===== src/hdl/abds_pkg.sv =====
package abds_pkg;

  // Field widths fixed by the stream format
  localparam int POS_W      = 20;
  localparam int RANGE_W    = 16;
  localparam int LABEL_W    = 16;
  localparam int PIX_W      = 13;
  localparam int SIZE_W     = 12;
  localparam int LIMIT_W    = 16;
  localparam int CORNERS    = 4;
  localparam int IN_DATA_W  = 168;
  localparam int OUT_DATA_W = 64;
  localparam int OUT_USER_W = 2;
  localparam int APB_ADDR_W = 4;
  localparam int APB_DATA_W = 32;

  // Defaults for the top level parameters
  localparam int FRACTION_BITS_DEF = 8;
  localparam int LABEL_BITS_DEF    = 16;

  // Slots of the pairwise label-equality vector
  localparam int EQ_01 = 0;
  localparam int EQ_02 = 1;
  localparam int EQ_03 = 2;
  localparam int EQ_12 = 3;
  localparam int EQ_13 = 4;
  localparam int EQ_23 = 5;
  localparam int EQ_W  = 6;

  typedef enum logic [1:0] {
    MODE_NEAREST  = 2'd0,
    MODE_BILINEAR = 2'd1,
    MODE_ADAPTIVE = 2'd2
  } mode_e;

  // Register index, taken from paddr[3:2]
  typedef enum logic [1:0] {
    REG_MODE   = 2'd0,
    REG_WIDTH  = 2'd1,
    REG_HEIGHT = 2'd2,
    REG_LIMIT  = 2'd3
  } reg_e;

  typedef struct packed {
    logic [1:0]         sample_mode;
    logic [SIZE_W-1:0]  image_width;
    logic [SIZE_W-1:0]  image_height;
    logic [LIMIT_W-1:0] depth_jump_limit;
  } cfg_t;

  // Geometry flags of one item
  typedef struct packed {
    logic [CORNERS-1:0] in_mask;   // corner lies inside the image
    logic               near_ok;   // rounded pixel lies inside the image
    logic [1:0]         near_k;    // corner that the rounded pixel hits
  } geo_t;

  // Candidate output positions, already wrapped to the output width
  typedef struct packed {
    logic [PIX_W-1:0] floor_col;
    logic [PIX_W-1:0] floor_row;
    logic [PIX_W-1:0] near_col;
    logic [PIX_W-1:0] near_row;
  } pix_t;

  // Signed width that holds floored / rounded coordinates and the image size
  function automatic int coord_w(input int frac_bits);
    return ((POS_W + 2 - frac_bits) > 14) ? (POS_W + 2 - frac_bits) : 14;
  endfunction

  // Label bits that take part in comparisons
  function automatic int label_w(input int label_bits);
    return (label_bits < LABEL_W) ? label_bits : LABEL_W;
  endfunction

endpackage


===== src/hdl/abds_back.sv =====
module abds_back #(
  parameter int FRACTION_BITS = abds_pkg::FRACTION_BITS_DEF,
  parameter int LABEL_BITS    = abds_pkg::LABEL_BITS_DEF
) (
  input  logic                                            clk_i,
  input  logic [2:0]                                      en_i,
  input  abds_pkg::cfg_t                                  cfg_i,
  input  logic [abds_pkg::CORNERS-1:0][2*FRACTION_BITS:0] weight_i,
  input  logic [abds_pkg::RANGE_W-1:0]                    lo_i,
  input  logic [abds_pkg::RANGE_W-1:0]                    hi_i,
  input  logic                                            any_i,
  input  logic [abds_pkg::EQ_W-1:0]                       eq_i,
  input  abds_pkg::geo_t                                  geo_i,
  input  abds_pkg::pix_t                                  pix_i,
  input  logic [abds_pkg::CORNERS-1:0][abds_pkg::RANGE_W-1:0] range_i,
  input  logic [abds_pkg::RANGE_W-1:0]                    near_range_i,
  input  logic [abds_pkg::label_w(LABEL_BITS)-1:0]        near_label_i,
  input  logic [abds_pkg::CORNERS-1:0][abds_pkg::label_w(LABEL_BITS)-1:0] label_i,
  output logic                                            sample_valid_o,
  output logic                                            blended_o,
  output logic [abds_pkg::PIX_W-1:0]                      pixel_col_o,
  output logic [abds_pkg::PIX_W-1:0]                      pixel_row_o,
  output logic [abds_pkg::RANGE_W-1:0]                    range_out_o,
  output logic [abds_pkg::LABEL_W-1:0]                    label_out_o
);

  localparam int LW = abds_pkg::label_w(LABEL_BITS);
  localparam int WW = 2 * FRACTION_BITS + 1;
  localparam int RW = abds_pkg::RANGE_W;
  localparam int PW = RW + WW;
  localparam int AW = PW + 2;
  localparam int NC = abds_pkg::CORNERS;

  // ---------------- stage 3: mode decision, products, pooled weights ----------------
  logic spread_far, near3_d;
  logic [NC-1:0][PW-1:0] prod3_d, prod3_q;
  logic [NC-1:0][WW-1:0] pool3_d, pool3_q;
  logic near3_q;
  abds_pkg::geo_t geo3_q;
  abds_pkg::pix_t pix3_q;
  logic [RW-1:0] nrng3_q;
  logic [LW-1:0] nlab3_q;
  logic [NC-1:0][LW-1:0] lab3_q;

  always_comb begin
    spread_far = any_i && ((hi_i - lo_i) > cfg_i.depth_jump_limit);
    near3_d    = (cfg_i.sample_mode == abds_pkg::MODE_NEAREST) ||
                 ((cfg_i.sample_mode != abds_pkg::MODE_BILINEAR) && spread_far);

    for (int c = 0; c < NC; c++) begin
      prod3_d[c] = PW'(range_i[c]) * PW'(weight_i[c]);
    end

    // each corner gets the total weight of all corners sharing its label
    pool3_d[0] = weight_i[0]
               + (eq_i[abds_pkg::EQ_01] ? weight_i[1] : '0)
               + (eq_i[abds_pkg::EQ_02] ? weight_i[2] : '0)
               + (eq_i[abds_pkg::EQ_03] ? weight_i[3] : '0);
    pool3_d[1] = weight_i[1]
               + (eq_i[abds_pkg::EQ_01] ? weight_i[0] : '0)
               + (eq_i[abds_pkg::EQ_12] ? weight_i[2] : '0)
               + (eq_i[abds_pkg::EQ_13] ? weight_i[3] : '0);
    pool3_d[2] = weight_i[2]
               + (eq_i[abds_pkg::EQ_02] ? weight_i[0] : '0)
               + (eq_i[abds_pkg::EQ_12] ? weight_i[1] : '0)
               + (eq_i[abds_pkg::EQ_23] ? weight_i[3] : '0);
    pool3_d[3] = weight_i[3]
               + (eq_i[abds_pkg::EQ_03] ? weight_i[0] : '0)
               + (eq_i[abds_pkg::EQ_13] ? weight_i[1] : '0)
               + (eq_i[abds_pkg::EQ_23] ? weight_i[2] : '0);
  end

  always_ff @(posedge clk_i) begin
    if (en_i[0]) begin
      prod3_q <= prod3_d;
      pool3_q <= pool3_d;
      near3_q <= near3_d;
      geo3_q  <= geo_i;
      pix3_q  <= pix_i;
      nrng3_q <= near_range_i;
      nlab3_q <= near_label_i;
      lab3_q  <= label_i;
    end
  end

  // ---------------- stage 4: range sum, first round of the vote ----------------
  logic [AW-1:0] acc;
  logic [RW-1:0] brng4_q;
  logic [1:0]    idx01_d, idx23_d, idx01_q, idx23_q;
  logic [WW-1:0] val01_d, val23_d, val01_q, val23_q;
  logic near4_q;
  abds_pkg::geo_t geo4_q;
  abds_pkg::pix_t pix4_q;
  logic [RW-1:0] nrng4_q;
  logic [LW-1:0] nlab4_q;
  logic [NC-1:0][LW-1:0] lab4_q;

  always_comb begin
    acc = AW'(prod3_q[0]) + AW'(prod3_q[1]) + AW'(prod3_q[2]) + AW'(prod3_q[3]);
    // ties keep the lower corner
    idx01_d = (pool3_q[1] > pool3_q[0]) ? 2'd1 : 2'd0;
    val01_d = (pool3_q[1] > pool3_q[0]) ? pool3_q[1] : pool3_q[0];
    idx23_d = (pool3_q[3] > pool3_q[2]) ? 2'd3 : 2'd2;
    val23_d = (pool3_q[3] > pool3_q[2]) ? pool3_q[3] : pool3_q[2];
  end

  always_ff @(posedge clk_i) begin
    if (en_i[1]) begin
      brng4_q <= acc[2*FRACTION_BITS +: RW];
      idx01_q <= idx01_d;
      val01_q <= val01_d;
      idx23_q <= idx23_d;
      val23_q <= val23_d;
      near4_q <= near3_q;
      geo4_q  <= geo3_q;
      pix4_q  <= pix3_q;
      nrng4_q <= nrng3_q;
      nlab4_q <= nlab3_q;
      lab4_q  <= lab3_q;
    end
  end

  // ---------------- stage 5: final vote and result select ----------------
  logic [1:0] win;
  logic       patch_ok;
  logic       valid_d, blend_d, valid_q, blend_q;
  logic [abds_pkg::PIX_W-1:0] col_d, row_d, col_q, row_q;
  logic [RW-1:0] rng_d, rng_q;
  logic [LW-1:0] lab_d;
  logic [abds_pkg::LABEL_W-1:0] lab_q;

  always_comb begin
    win      = (val23_q > val01_q) ? idx23_q : idx01_q;
    patch_ok = &geo4_q.in_mask;
    if (near4_q) begin
      valid_d = geo4_q.near_ok;
      blend_d = 1'b0;
      col_d   = pix4_q.near_col;
      row_d   = pix4_q.near_row;
      rng_d   = geo4_q.near_ok ? nrng4_q : '0;
      lab_d   = geo4_q.near_ok ? nlab4_q : '0;
    end else begin
      valid_d = patch_ok;
      blend_d = patch_ok;
      col_d   = pix4_q.floor_col;
      row_d   = pix4_q.floor_row;
      rng_d   = patch_ok ? brng4_q : '0;
      lab_d   = patch_ok ? lab4_q[win] : '0;
    end
  end

  always_ff @(posedge clk_i) begin
    if (en_i[2]) begin
      valid_q <= valid_d;
      blend_q <= blend_d;
      col_q   <= col_d;
      row_q   <= row_d;
      rng_q   <= rng_d;
      lab_q   <= abds_pkg::LABEL_W'(lab_d);
    end
  end

  assign sample_valid_o = valid_q;
  assign blended_o      = blend_q;
  assign pixel_col_o    = col_q;
  assign pixel_row_o    = row_q;
  assign range_out_o    = rng_q;
  assign label_out_o    = lab_q;

endmodule


===== config.mk =====
export PLATFORM = sky130hd
export DESIGN_NAME = abds_back
export DESIGN_NICKNAME = d
export VERILOG_FILES = /design/src/hdl/abds_pkg.sv /design/src/hdl/abds_back.sv
export SDC_FILE = /design/constraint.sdc
export NUM_CORES = 2
export LEC_CHECK = 0
export BUFFER_PORTS_ARGS = -buffer_cell sky130_fd_sc_hd__buf_2
export CELL_PAD_IN_SITES_DETAIL_PLACEMENT = 0
export CELL_PAD_IN_SITES_GLOBAL_PLACEMENT = 2
export CORE_ASPECT_RATIO = 0.6
export CORE_MARGIN = 5
export CORE_UTILIZATION = 46
export DETAILED_ROUTE_END_ITERATION = 8
export HOLD_SLACK_MARGIN = 0.03
export PLACE_DENSITY = 0.95
export SLEW_MARGIN = 30
export SYNTH_ARGS = -nofsm -noshare
export SYNTH_HDL_FRONTEND = slang
export SYNTH_SLANG_ARGS = --single-unit

===== constraint.sdc =====
create_clock -name clk_i -period 22 [get_ports clk_i]
set_clock_uncertainty 0.1 [all_clocks]
set_input_delay 3.3 -clock clk_i [delete_from_list [all_inputs] [get_ports clk_i]]
set_output_delay 3.3 -clock clk_i [all_outputs]
set_load 0.01 [all_outputs]

# Word-level counts from Yosys, hierarchy flattened
# Cells that the tools add are included.
# word_totals
regBits	618
wordCells	104
# classes
add_sub_neg	16
n_mul	4
n_lt_le_gt_ge	5
eq_ne	1
n_mux	28
n_reduce_logical	5
# ops
cell	count
2-to-1 mux 17 bit	14
adder 17 bit	12
multiplier 16 x 17 -> 32 bit	4
2-to-1 mux 16 bit	7
adder 32 bit	3
> comparator 17 bit	3
binary-select mux 16 bit (select 2 bit)	1
2-to-1 mux 13 bit	2
> comparator 16 bit	1
subtractor 16 bit	1
AND reduction 4 bit	1
< comparator 2 x 3 -> 1 bit (second input constant)	1
2-to-1 mux 1 bit	3
logical AND 1 bit	2
logical NOT 2 bit	1
2-to-1 mux 2 bit	1
!= test 2 x 1 -> 1 bit (second input constant)	1
logical OR 1 bit	1

# Logic depth before layout (Yosys ltp)
# logic_depth
depth_word	6
depth_mapped	25

# Worst setup path before layout
# Ideal clock, no wire load.
# synth_timing
kind	input to register
start	in range_i[40] in the netlist's numbering
end	reg prod3_q[97] in the netlist's numbering (data pin)
setup_ps	266
arrival_time_ps	9101
required_time_ps	21634
setup_slack_ps	12532
cell_stages	24
cell_sequence	clkbuf_1 > clkbuf_1 > nand2_1 > fa_1 > inv_1 > fa_1 > inv_1 > fa_1 > inv_1 > fa_1 > fa_1 > inv_1 > fa_1 > inv_1 > ha_1 > a21o_1 > a221o_1 > a21oi_1 > o31ai_2 > a2111oi_2 > nor3_1 > a31oi_1 > mux2i_1 > nand4_1
# synth_rtl
element	line	rtl
start, declared	abds_back.sv:15	input logic [abds_pkg::CORNERS-1:0][abds_pkg::RANGE_W-1:0] range_i,
end signal, assigned	abds_back.sv:75	prod3_q <= prod3_d;
end, declared	abds_back.sv:36	logic [NC-1:0][PW-1:0] prod3_d, prod3_q;

==> results_dict.tcl <==
set metrics [dict create \
    crit_chain "buf_2 > nand2_1 > fa_1 > fa_1 > fa_1 > inv_1 > fa_1 > fa_1 > inv_1 > fa_1 > inv_1 > ha_1 > a21o_1 > a21o_1 > or3_1 > o21ai_0 > o31ai_1 > o311ai_0" \
    cts-resized-gates 0 \
    gp_congestion 0.904 \
    grt_max_degree 181 \
    yosys_warnings 0 \
    synth_area_sq_um 66500 \
    grt_overflow_total 0 \
    max_freq_ghz 0.102 \
    die-area_sq_um 152000 \
    core-area_sq_um 144000 \
    post-route-min-period_ns 9.79 \
    r2r-end "brng4_q[15]" \
    ys_seq_area_share_pct 27.8 \
    dp_hpwl_mm 142 \
    viasPerCell 5.32 \
    grt_pass1_vias 46900 \
    crit_path_end_kind "flop" \
    drive_gt1_share_pct 8.99 \
    tightest_slew_ns 1.05 \
    postRouteAntennaNets 0 \
    cts-buffers-inserted 56 \
    netlist_top_cells_area "fa_1, edfxtp_1, ha_1" \
    grt_usage_pct 23.6 \
    layout.nets 8387 \
    cts_htree_levels 2 \
    area.growth.synth_to_final_pct 8.71 \
    antenna_found_initial 40 \
    synthDistinctLibCells 75 \
    initial_core_util_pct 46.2 \
    critPathKind "in2reg" \
    slew_headroom_pct 29.5 \
    min_from "nrng3_q[13]" \
    drc_errors 0 \
    synth.most_common_cell "inv_1" \
    grt_pass1_wl_mm 278 \
    slowest_delay_ns 0.78 \
    insertion_delay_ns 0.65 \
    min_delay_path_depth 0 \
    worstHoldEndpoint "nrng4_q[13]" \
    arrival_ns 10.01 \
    hold_viol 0 \
    die_w_um 501 \
    rsz0062_at_grt "no" \
    status "finished clean" \
    ys_ff_latch 616 \
    rows 108 \
    reg2reg_slack_ns 16.89 \
    syn_nets 8119 \
    slew_viol_final 0 \
    vias 44800 \
    synthFlopType "edfxtp_1" \
    cts_sinks 616 \
    wl_per_cell_um 21.2 \
    cp_max_fo 20 \
    synth_largest_area_cell "fa_1" \
    timing.hold.worst.class "reg2reg" \
    drt-initial-drc-count 3528 \
    io_buffers 405 \
    nFillCells 12900 \
    cts_hold_buf 0 \
    fin_crit_sh_pct 44.5 \
    clockBufferDepth 3 \
    clk_pin_slew_worst_paths_ns 0.07 \
    synthArstFlopShare_pct 0 \
    fin_setup_tns_ns 0 \
    slowest_stage "o311ai_0" \
    synth_commonest_cells "inv_1, fa_1, and2_1" \
    setup_violations 0 \
    totalWireLength_mm 178 \
    syn_inst 6150 \
    dr.pass1.iters 7 \
    syn_area_per_cell_sq_um 10.8 \
    io_pins 432 \
    cp_common_cell "fa_1" \
    drv_cap 0 \
    synth_top_cell_area_share_pct 30.7 \
    ff_latch_area_sq_um 18500 \
    cts-root-buf "clkbuf_16" \
    cts_tree "done" \
    die_h_um 304 \
    cp.required_ns 22.21 \
    r2r-start "prod3_q[16]" \
    multiInputGateArea_sq_um 43200 \
    cp-start-kind "primary input" \
    rr_worst_depth 12 \
    cts_setup_buffers 0 \
    synth-edff-count 616 \
]
-- how the worst max path moves through the flow --
stage	startpoint	end	slack, ns	depth (start not counted)
after detailed placement	weight_i[64]	prod3_q[128]	11.69	18
after global routing	weight_i[64]	prod3_q[128]	12.04	18
final	weight_i[64]	prod3_q[128]	12.21	18
after global placement	weight_i[61]	prod3_q[128]	11.70	17
after CTS	weight_i[58]	prod3_q[128]	12.32	20
after floorplan	range_i[40]	prod3_q[97]	12.53	24
-- registers in the layout, summed over array words and instances (netlist names), 13 cells and up --
| register | count |
|---|---|
| brng4_q | 16 |
| lab3_q | 64 |
| lab4_q | 64 |
| label_out_o | 16 |
| nlab3_q | 16 |
| nlab4_q | 16 |
| nrng3_q | 16 |
| nrng4_q | 16 |
| pix3_q | 52 |
| pix4_q | 52 |
| pixel_col_o | 13 |
| pixel_row_o | 13 |
| pool3_q | 68 |
| prod3_q | 128 |
| range_out_o | 16 |
| val01_q | 17 |
| val23_q | 17 |
-- cell type report --
| cell class | instances | share of cell area [%] |
|---|---|---|
| antenna | 31 | 0.107 |
| clock buffer | 63 | 1.98 |
| clock inverter | 41 | 0.568 |
| inverter | 1073 | 5.57 |
| multi-input combinational | 4248 | 59.7 |
| sequential | 616 | 25.6 |
| tap | 1925 | 3.33 |
| timing repair buffer | 423 | 3.11 |
-- kinds of logic (layout without fill, tap and decap cells) --
kind of cell	count (synthesis)	count (layout)	share of synthesized area, %
xor gates and xnor gates	208	208	2.75
DFF	616	616	27.8
buffers and inverters	1286	1600	7.26
and+or+nand+nor	1787	1787	13.6
AOI/OAI and AO/OA	595	595	6.03
other	0	31	0
adders and majority gates	1597	1597	41.6
muxes	61	61	0.999
-- placed cells by master (no fill, tap or decap), types with 60 or more instances in the layout --
| cell | instances |
|---|---|
| a21oi_1 | 160 |
| buf_2 | 403 |
| a21o_1 | 80 |
| ha_1 | 579 |
| edfxtp_1 | 616 |
| and2_1 | 708 |
| nor2_1 | 131 |
| fa_1 | 1018 |
| nand2_1 | 693 |
| o21ai_0 | 102 |
| inv_1 | 1073 |
| xnor2_1 | 147 |
| xor2_1 | 60 |
-- critical path, delay by kind of cell --
family / cells / cell delay, ns
fa+ha+maj: 7 / 3.51
compound gates: 5 / 1.91
buf+inv: 4 / 0.71
simple gates: 2 / 0.51
-- metal layers --
metal	share of wire (%)	wire [um]	global-route usage (%)
met5	0.034	61	0
met3	9.3	16600	6.37
met1	46	81200	35.0
met4	2.8	4960	6.50
met2	42	75500	34.2
-- through the flow --
step	std cells	hold slack (ns)	util, %	instance area, sq um	worst slack [ns]
floorplan	6150	0.300	-	66500	12.53
global placement	8281	0.300	48.8	70300	11.70
detailed placement	8283	0.305	48.8	70300	11.69
CTS	8387	0.313	50.1	72100	12.32
global route	8411	0.319	50.2	72200	12.04
finish	8420	0.314	50.2	72300	12.21
Power is not shown: default switching activity piles up to over one toggle a cycle in this logic, so the estimate is an artifact.
