## config.mk

```make
export PLATFORM = sky130hd
export DESIGN_NAME = abds_cfg
export DESIGN_NICKNAME = d
export VERILOG_FILES = /design/src/hdl/abds_pkg.sv /design/src/hdl/abds_cfg.sv
export SDC_FILE = /design/constraint.sdc
export NUM_CORES = 1
export LEC_CHECK = 0
export BUFFER_PORTS_ARGS = -buffer_cell sky130_fd_sc_hd__clkbuf_2
export CORE_UTILIZATION = 41
export CTS_BUF_LIST = sky130_fd_sc_hd__clkbuf_4
export CTS_CLUSTER_DIAMETER = 200
export DETAILED_ROUTE_END_ITERATION = 8
export PLACE_DENSITY = 0.87
export SETUP_SLACK_MARGIN = 0.5
export SYNTH_ARGS = -nofsm -noshare
export SYNTH_HDL_FRONTEND = slang
export SYNTH_SLANG_ARGS = --single-unit
```

## constraint.sdc

```tcl
create_clock -name clk_i -period 1.3 [get_ports clk_i]
set_input_delay 0.195 -clock clk_i [delete_from_list [all_inputs] [get_ports clk_i]]
set_output_delay 0.195 -clock clk_i [all_outputs]
set_load 0.005 [all_outputs]
```

## src/hdl/abds_pkg.sv

```systemverilog
package abds_pkg;

  // Field widths fixed by the stream format
  localparam int POS_W      = 20;
  localparam int RANGE_W    = 16;
  localparam int LABEL_W    = 16;
  localparam int PIX_W      = 13;
  localparam int SIZE_W     = 12;
  localparam int LIMIT_W    = 16;
  localparam int CORNERS    = 4;
  localparam int IN_DATA_W  = 168;
  localparam int OUT_DATA_W = 64;
  localparam int OUT_USER_W = 2;
  localparam int APB_ADDR_W = 4;
  localparam int APB_DATA_W = 32;

  // Defaults for the top level parameters
  localparam int FRACTION_BITS_DEF = 8;
  localparam int LABEL_BITS_DEF    = 16;

  // Slots of the pairwise label-equality vector
  localparam int EQ_01 = 0;
  localparam int EQ_02 = 1;
  localparam int EQ_03 = 2;
  localparam int EQ_12 = 3;
  localparam int EQ_13 = 4;
  localparam int EQ_23 = 5;
  localparam int EQ_W  = 6;

  typedef enum logic [1:0] {
    MODE_NEAREST  = 2'd0,
    MODE_BILINEAR = 2'd1,
    MODE_ADAPTIVE = 2'd2
  } mode_e;

  // Register index, taken from paddr[3:2]
  typedef enum logic [1:0] {
    REG_MODE   = 2'd0,
    REG_WIDTH  = 2'd1,
    REG_HEIGHT = 2'd2,
    REG_LIMIT  = 2'd3
  } reg_e;

  typedef struct packed {
    logic [1:0]         sample_mode;
    logic [SIZE_W-1:0]  image_width;
    logic [SIZE_W-1:0]  image_height;
    logic [LIMIT_W-1:0] depth_jump_limit;
  } cfg_t;

  // Geometry flags of one item
  typedef struct packed {
    logic [CORNERS-1:0] in_mask;   // corner lies inside the image
    logic               near_ok;   // rounded pixel lies inside the image
    logic [1:0]         near_k;    // corner that the rounded pixel hits
  } geo_t;

  // Candidate output positions, already wrapped to the output width
  typedef struct packed {
    logic [PIX_W-1:0] floor_col;
    logic [PIX_W-1:0] floor_row;
    logic [PIX_W-1:0] near_col;
    logic [PIX_W-1:0] near_row;
  } pix_t;

  // Signed width that holds floored / rounded coordinates and the image size
  function automatic int coord_w(input int frac_bits);
    return ((POS_W + 2 - frac_bits) > 14) ? (POS_W + 2 - frac_bits) : 14;
  endfunction

  // Label bits that take part in comparisons
  function automatic int label_w(input int label_bits);
    return (label_bits < LABEL_W) ? label_bits : LABEL_W;
  endfunction

endpackage

```

## src/hdl/abds_cfg.sv

```systemverilog
module abds_cfg (
  input  logic                            clk_i,
  input  logic                            rst_ni,
  input  logic                            psel,
  input  logic                            penable,
  input  logic                            pwrite,
  input  logic [abds_pkg::APB_ADDR_W-1:0] paddr,
  input  logic [abds_pkg::APB_DATA_W-1:0] pwdata,
  output logic [abds_pkg::APB_DATA_W-1:0] prdata,
  output logic                            pready,
  output abds_pkg::cfg_t                  cfg_o
);

  localparam logic [abds_pkg::SIZE_W-1:0]  WIDTH_RESET  = abds_pkg::SIZE_W'(640);
  localparam logic [abds_pkg::SIZE_W-1:0]  HEIGHT_RESET = abds_pkg::SIZE_W'(480);
  localparam logic [abds_pkg::LIMIT_W-1:0] LIMIT_RESET  = abds_pkg::LIMIT_W'(100);

  abds_pkg::cfg_t cfg_q;
  abds_pkg::reg_e reg_sel;
  logic           wr_en;

  assign pready  = 1'b1;
  assign reg_sel = abds_pkg::reg_e'(paddr[3:2]);
  assign wr_en   = psel & penable & pwrite;

  // Register file
  always_ff @(posedge clk_i or negedge rst_ni) begin
    if (!rst_ni) begin
      cfg_q.sample_mode      <= abds_pkg::MODE_ADAPTIVE;
      cfg_q.image_width      <= WIDTH_RESET;
      cfg_q.image_height     <= HEIGHT_RESET;
      cfg_q.depth_jump_limit <= LIMIT_RESET;
    end else if (wr_en) begin
      unique case (reg_sel)
        abds_pkg::REG_MODE:   cfg_q.sample_mode      <= pwdata[1:0];
        abds_pkg::REG_WIDTH:  cfg_q.image_width      <= pwdata[abds_pkg::SIZE_W-1:0];
        abds_pkg::REG_HEIGHT: cfg_q.image_height     <= pwdata[abds_pkg::SIZE_W-1:0];
        abds_pkg::REG_LIMIT:  cfg_q.depth_jump_limit <= pwdata[abds_pkg::LIMIT_W-1:0];
        default:              cfg_q                  <= cfg_q;
      endcase
    end
  end

  // Read mux
  always_comb begin
    unique case (reg_sel)
      abds_pkg::REG_MODE:   prdata = abds_pkg::APB_DATA_W'(cfg_q.sample_mode);
      abds_pkg::REG_WIDTH:  prdata = abds_pkg::APB_DATA_W'(cfg_q.image_width);
      abds_pkg::REG_HEIGHT: prdata = abds_pkg::APB_DATA_W'(cfg_q.image_height);
      abds_pkg::REG_LIMIT:  prdata = abds_pkg::APB_DATA_W'(cfg_q.depth_jump_limit);
      default:              prdata = '0;
    endcase
  end

  assign cfg_o = cfg_q;

endmodule

```

* Word-level counts from Yosys, hierarchy flattened
Cells that the tools add are included.
** Word-level totals
- Bits in registers :: 42
- Input bits :: 41
- Word-level logic and storage cells :: 15
** Operators by class
- Equality and inequality tests :: 3
- Muxes and demuxes :: 1
- Bitwise operators :: 2
- Reductions and logical operators :: 5
** Operators with widths (count)
- $pmux 32 s4 :: 1
- $reduce_and 2->1 :: 4
- $eq 2x2->1 const B :: 2
- $and 1x1->1 :: 2
- $eq 2x1->1 const B :: 1
- $logic_not 2->1 :: 1

* Depth between registers and ports, before layout
Gate-level depths: netlist of run 1.
- Depth in word-level cells :: 3
- Mapped depth :: 5

* Worst setup path after synthesis of run 1
OpenSTA, ideal clock, no wires.
- Path kind :: input to output
- Start :: in paddr[2] (netlist bit)
- End :: out prdata[3] (netlist bit)
- Arrival :: 1.124 ns
- Slack :: -0.019 ns
- Stages on the path :: 4
- Path buffers :: 2
- Path through :: buf_2 buf_2 mux2_2 a22o_1
** Between the ends
- Longest elaborated chain between the ends :: 2
- Elaborated cells between the ends (all ways) :: 5
** Ends and longest elaborated chain
- start: declaration :: line abds_cfg.sv:7 : input logic [abds_pkg::APB_ADDR_W-1:0] paddr,
- $eq 2x2->1, or another cell as far along :: line abds_cfg.sv:46 : unique case (reg_sel)
- $pmux 32 s4 * :: line abds_cfg.sv:46
- end: declaration :: line abds_cfg.sv:9 : output logic [abds_pkg::APB_DATA_W-1:0] prdata,
Every way passes the cells marked *; elsewhere a longest branch is shown, timed or not. The select of a mux whose other input is x is not followed.

* Worst setup path in the final report of run 1
- Start :: reg cfg_q (netlist bit cfg_o[8])
- End :: out prdata[8] (netlist bit)
** Between the ends
- Longest elaborated chain between the ends :: 1
** Ends and longest elaborated chain
- start: declaration :: line abds_cfg.sv:18 : abds_pkg::cfg_t cfg_q;
- start signal: assignment :: line abds_cfg.sv:39 : default: cfg_q <= cfg_q;
- $pmux 32 s4 :: line abds_cfg.sv:46
Every way passes these cells. The select of a mux whose other input is x is not followed.

==> results of run 1 <==
[placed cells by master, fill, tap and decap left out, drive strengths merged]
master and count:
a22o 10, and3 4, buf 104, clkbuf 57
clkinv 2, conb 17, dfrtp 32, dfstp 10
dlygate4sd3 1, mux2 52, mux4 2, nand2 1
nand3 1, nor2 1, nor2b 1, nor3 1
nor3b 1, or3b 2
[worst register-to-register path, stage by stage (launching register included)]
cell and delay, ps:
dfrtp_1 420, buf_6 120, buf_6 100, buf_4 120, mux2_4 250
[cell families after synthesis]
kind of cell / count (synthesis) / synth area share (%)
muxes: 54 / 32.07
and+or+nand+nor: 11 / 3.844
other: 2 / 0.3605
AOI/OAI and AO/OA: 10 / 4.204
buffers and inverters: 25 / 8.469
DFF: 42 / 51.05
[cell type report]
cell class / instances / area, µm²
clock buffers: 6 / 45.04
clock inverters: 2 / 8.758
fillers: 304 / 1094
multi-input cells: 93 / 1077
flip-flops and latches: 42 / 1064
well taps: 67 / 83.83
repair buffers: 156 / 1445
[worst paths after layout]
| check | from | to | slack, ps | depth (start not counted) |
|---|---|---|---|---|
| worst max-delay path | cfg_o[8] | prdata[8] | -240 | 3 |
| worst min-delay path | pwdata[13] | cfg_o[13] | 80 | 2 |
| worst max register to register | cfg_o[3] | cfg_o[3] | 180 | 4 |
| worst min register to register | cfg_o[34] | cfg_o[34] | 560 | 1 |
| max in group asynchronous | rst_ni | cfg_o[23] | 620 | 3 |
| min in group asynchronous | rst_ni | cfg_o[8] | 370 | 3 |
[power by group]
part	internal [mW]	switching, mW	leakage (nW)
Sequential	1.66	0.242	0.497
Clock	0.225	0.403	0.0331
Combinational	1.70	0.708	1.40
[routing by layer]
metal  track usage [%]  vias up  part of all wire (%)
met3             5.487        5                   5.4
met1             26.88      864                    41
met2             38.79       67                    53
met4             5.229        0                  0.68
met5                 0        -                     0
li1                  -      792                     -
[per-stage QoR]
step | total power [mW] | instances | setup WS, ps | hold slack, ps
5_1_grt | 5.208 | 366 | -286.1 | 67.29
2_1_floorplan | 2.585 | 159 | 47.74 | -100.6
3_5_place_dp | 3.150 | 297 | -91.70 | 184.9
6_report | 4.945 | 366 | -239.3 | 81.67
4_1_cts | 4.388 | 346 | -252.0 | 68.32
3_3_place_gp | 3.091 | 297 | -72.92 | 181.0
[what timing repair did]
| item | 4_1_cts | 5_1_grt |
|---|---|---|
| cloned | 3 | 0 |
| pin swaps | 8 | 3 |
| buffers inserted | 37 | 20 |
| endpoints found under the hold margin | 32 | 0 |
| resized for setup | 61 | 50 |
| hold buffers | 1 | 0 |
| setup endpoints to repair | 100 | 100 |
==> run_results.csv, run 1 <==
group,metric,value,unit
setup_path,path_max_fanout,2,
final_layout,finalInstanceArea,0.003724,mm²
sta,setup_viol,14,
setup_path,cp-end-kind,"output pin",
synth,seq_area_frac_synth,51.05,%
synth,synth-edff-count,0,
synth,synthTopCellsByArea,"dfrtp_1, mux2_2, dfstp_2, mux2_4, buf_4",
floorplanning,chipHeight,73.28,µm
synth,ys_ff_latch,42,
setup_path,crit_required,1110,ps
global_route,grt_overflow,0,
status,run_status,"complete, but fails checks",
floorplanning,die-area,0.005370,mm²
global_route,grt_pass1_vias,1656,
placement,portBuffers,80,
synth,synth_most_common_cell,"mux2_2",
sta,finClkSkew,0,ps
placement,dpl_cell_area,0.002710,mm²
hold_path,hold_class,"primary input to register",
setup_path,critical_path_buf_inv_count,1,
sta,rsz0062_at_grt,"yes",
cts,clock_latency,340,ps
setup_path,cp_slowest_cell,"dfrtp_1",
floorplanning,die_w,73.28,µm
routing,vias,1728,
global_route,grt_pass1_wl,8631,µm
cts,clockRootBuffer,"clkbuf_4",
synth,ys.flop_type,"dfrtp_1",
synth,syn_inst,144,
routing,routed_via_density,4.721,
cts,clockBufferDepth,2,
routing,drt-total-wl,6162,µm
setup_path,worstPathArrival,1340,ps
setup_path,critPathTopFamily,"flip-flops",
routing,drc,0,
final_layout,area_growth,78.74,%
routing,antenna_left,0,
cts,numClockSinks,42,
cts,cts_tree,"built",
power_and_ir_drop,p_leak,1.930,nW
sta,final_hold_viol_count,0,
routing,wire_per_inst,16.84,µm
final_layout,diodes,0,
cts,cts-buffers-inserted,5,
synth,synth_top_cell_area_share,38.44,%
synth,ys_types,19,
sta,drv_slew,0,
routing,drt-pass1-iter-count,4,
placement,dp_hpwl,3591,µm
synth,async_reset_ff_share,100.0,%
placement,routabilityCongestion,0.7366,
final_layout,fin_util,77.30,%
global_route,antenna_found_initial,0,
global_route,grt_max_degree,24,
cts,ctsHtreeMaxLevel,2,
sta,fin_ws,-239.3,ps
setup_path,critical-path-max-stage-delay,410,ps
status,violations,"setup timing",
job,max_cap_violations,0,
synth,avgSynthCellArea,14.47,µm²
setup_path,startpoint_type,"register",
cts,clk_pin_slew_worst_paths,120,ps
synth,synth_commonest_cells,"mux2_2, dfrtp_1, buf_4",
setup_path,cp_cell_sequence,"mux2_4 -> a22o_1 -> clkbuf_2",
sta,fin_tns_setup,-2640,ps
synth,yosysWarnings,0,
floorplanning,io_pins,116,
sta,layout_min_cycle_time,1539,ps
synth,syn_area,0.002083,mm²
power_and_ir_drop,ir_worst_vdd,0.0008874,V
routing,drtIter0Drc,48,
final_layout,finish.net_count,339,
floorplanning,core_region_area,0.004817,mm²
sta,max_clock_freq,649.6,MHz
floorplanning,initial_utilization,43.25,%
setup_path,critPathKind,"register to output pin",
sta,fin_crit_sh,118.4,%
final_layout,largest_reg_flops,42,
global_route,grt.total_usage,21.98,%
final_layout,layout-drive-gt1-share,77.93,%
floorplanning,fp-row-count,25,
synth,synth.largest_area_cell,"dfrtp_1",
power_and_ir_drop,p_per_area,1328,mW/mm²
No activity file was read; power rests on OpenSTA's default activity.
==> run 2: changes to the inputs <==
- REMOVE_ABC_BUFFERS: unset -> 1
==> run_results.csv, run 2 (synthesized netlist as in run 1, its figures left out) <==
group,metric,value,unit
status,run_status,"complete, but fails checks",
status,violations,"setup timing",
sta,layout_min_cycle_time,1538,ps
cts,cts-buffers-inserted,5,
cts,cts_tree,"built",
setup_path,critPathKind,"register to output pin",
routing,vias,1730,
cts,ctsHtreeMaxLevel,2,
floorplanning,die_w,73.28,µm
setup_path,startpoint_type,"register",
final_layout,fill_cells,308,
power_and_ir_drop,finalPower,5.040,mW
final_layout,largest_reg_flops,42,
routing,drtIter0Drc,70,
final_layout,stdcell_count,362,
floorplanning,fp-row-count,25,
cts,numClockSinks,42,
power_and_ir_drop,p_leak,1.889,nW
global_route,grt_max_degree,43,
floorplanning,core_region_area,0.004817,mm²
floorplanning,initial_utilization,43.25,%
cts,clock_latency,330,ps
floorplanning,io_pins,116,
setup_path,critical-path-max-stage-delay,420,ps
global_route,grt_pass1_wl,8590,µm
placement,portBuffers,80,
cts,clk_pin_slew_worst_paths,120,ps
routing,wire_per_inst,17.84,µm
setup_path,worstPathArrival,1340,ps
final_layout,multiInputGateArea,0.001074,mm²
floorplanning,die-area,0.005370,mm²
final_layout,area_growth,74.35,%
sta,max_clock_freq,650.1,MHz
sta,fin_crit_sh,118.3,%
placement,place_inst,298,
sta,setup_viol,12,
sta,final_hold_viol_count,0,
power_and_ir_drop,ir_worst_vdd,0.0008183,V
routing,drt-pass1-iter-count,4,
cts,clockRootBuffer,"clkbuf_4",
power_and_ir_drop,p_per_area,1388,mW/mm²
final_layout,final_cell_mix,"buf_6, mux2_4, clkbuf_2",
final_layout,ff_latch_area,0.001064,mm²
global_route,antenna_found_initial,0,
global_route,grt.total_usage,21.86,%
global_route,grt_overflow,0,
placement,dp_hpwl,3420,µm
sta,drv_slew,0,
final_layout,finish.net_count,335,
sta,finClkSkew,0,ps
hold_path,hold_class,"primary input to register",
sta,rsz0062_at_grt,"yes",
setup_path,path_max_fanout,2,
floorplanning,chipHeight,73.28,µm
sta,fin_ws,-238.2,ps
setup_path,cp_slowest_cell,"dfrtp_1",
global_route,grt_pass1_vias,1662,
final_layout,layout-drive-gt1-share,77.63,%
routing,routed_via_density,4.779,
placement,dpl_worst_slack,-138.3,ps
routing,drc,0,
job,max_cap_violations,0,
routing,antenna_left,0,
final_layout,diodes,0,
cts,clockBufferDepth,2,
final_layout,final_common_cell,"buf_6",
setup_path,reg2reg_slack,200,ps
setup_path,cp-end-kind,"output pin",
placement,routabilityCongestion,0.7459,
setup_path,crit_required,1110,ps
routing,drt-total-wl,6458,µm
setup_path,cp_cell_sequence,"mux2_4 -> a22o_1 -> clkbuf_2",
run 2: repair_timing:
item	CTS	global route
endpoints found under the setup margin	100	100
gates resized for setup	77	61
buffers inserted	29	24
pin swaps	9	4
gates cloned	2	0
endpoints found under the hold margin	32	0
hold buffers	1	0
run 2: area by class of cell:
cell class                 instances  share of cell area, %
sequential                        42                  29.28
multi-input combinational         93                  29.56
tap                               67                  2.308
timing repair buffer             152                  37.20
clock buffer                       8                  1.653
run 2: worst max-delay path: cells and delay by family (launching register included):
family / cells / cell delay [ps]
AO/OA/AOI/OAI: 1 / 200
multiplexers: 1 / 290
buffers and inverters: 1 / 110
flip-flops: 1 / 420
run 2: per-layer routing:
layer,GRT usage [%],vias up,wire length [µm]
li1,-,785,-
met1,26.17,881,2459
met2,40.74,58,3730
met3,3.155,6,194
met4,5.664,0,74
met5,0,-,0
run 2: report_power, final:
part	leakage, nW	switching (mW)	internal (mW)
Sequential	0.497	0.243	1.67
Clock	0.0368	0.381	0.279
Combinational	1.35	0.735	1.74
Total	1.89	1.36	3.68
run 2: final timing paths:
path,cells past startpoint,startpoint,to
setup reg to reg,4,cfg_o[9],cfg_o[9]
hold reg to reg,1,cfg_o[36],cfg_o[36]
max in group asynchronous,3,rst_ni,cfg_o[21]
hold / removal,2,pwdata[15],cfg_o[15]
min in group asynchronous,3,rst_ni,cfg_o[12]
setup / recovery,3,cfg_o[27],prdata[11]
run 2: stage by stage:
step / TNS (ps) / util [%] / cell area, µm² / hold slack (ps)
finish: -2399 / 75.40 / 3632 / 86.70
detailed placement: -2949 / 53.71 / 2587 / 189.0
global route: -3197 / 75.40 / 3632 / 71.00
floorplan: -874.8 / - / 1963 / -100.6
CTS: -2456 / 66.26 / 3192 / 63.68
global placement: -2512 / 53.71 / 2587 / 187.7
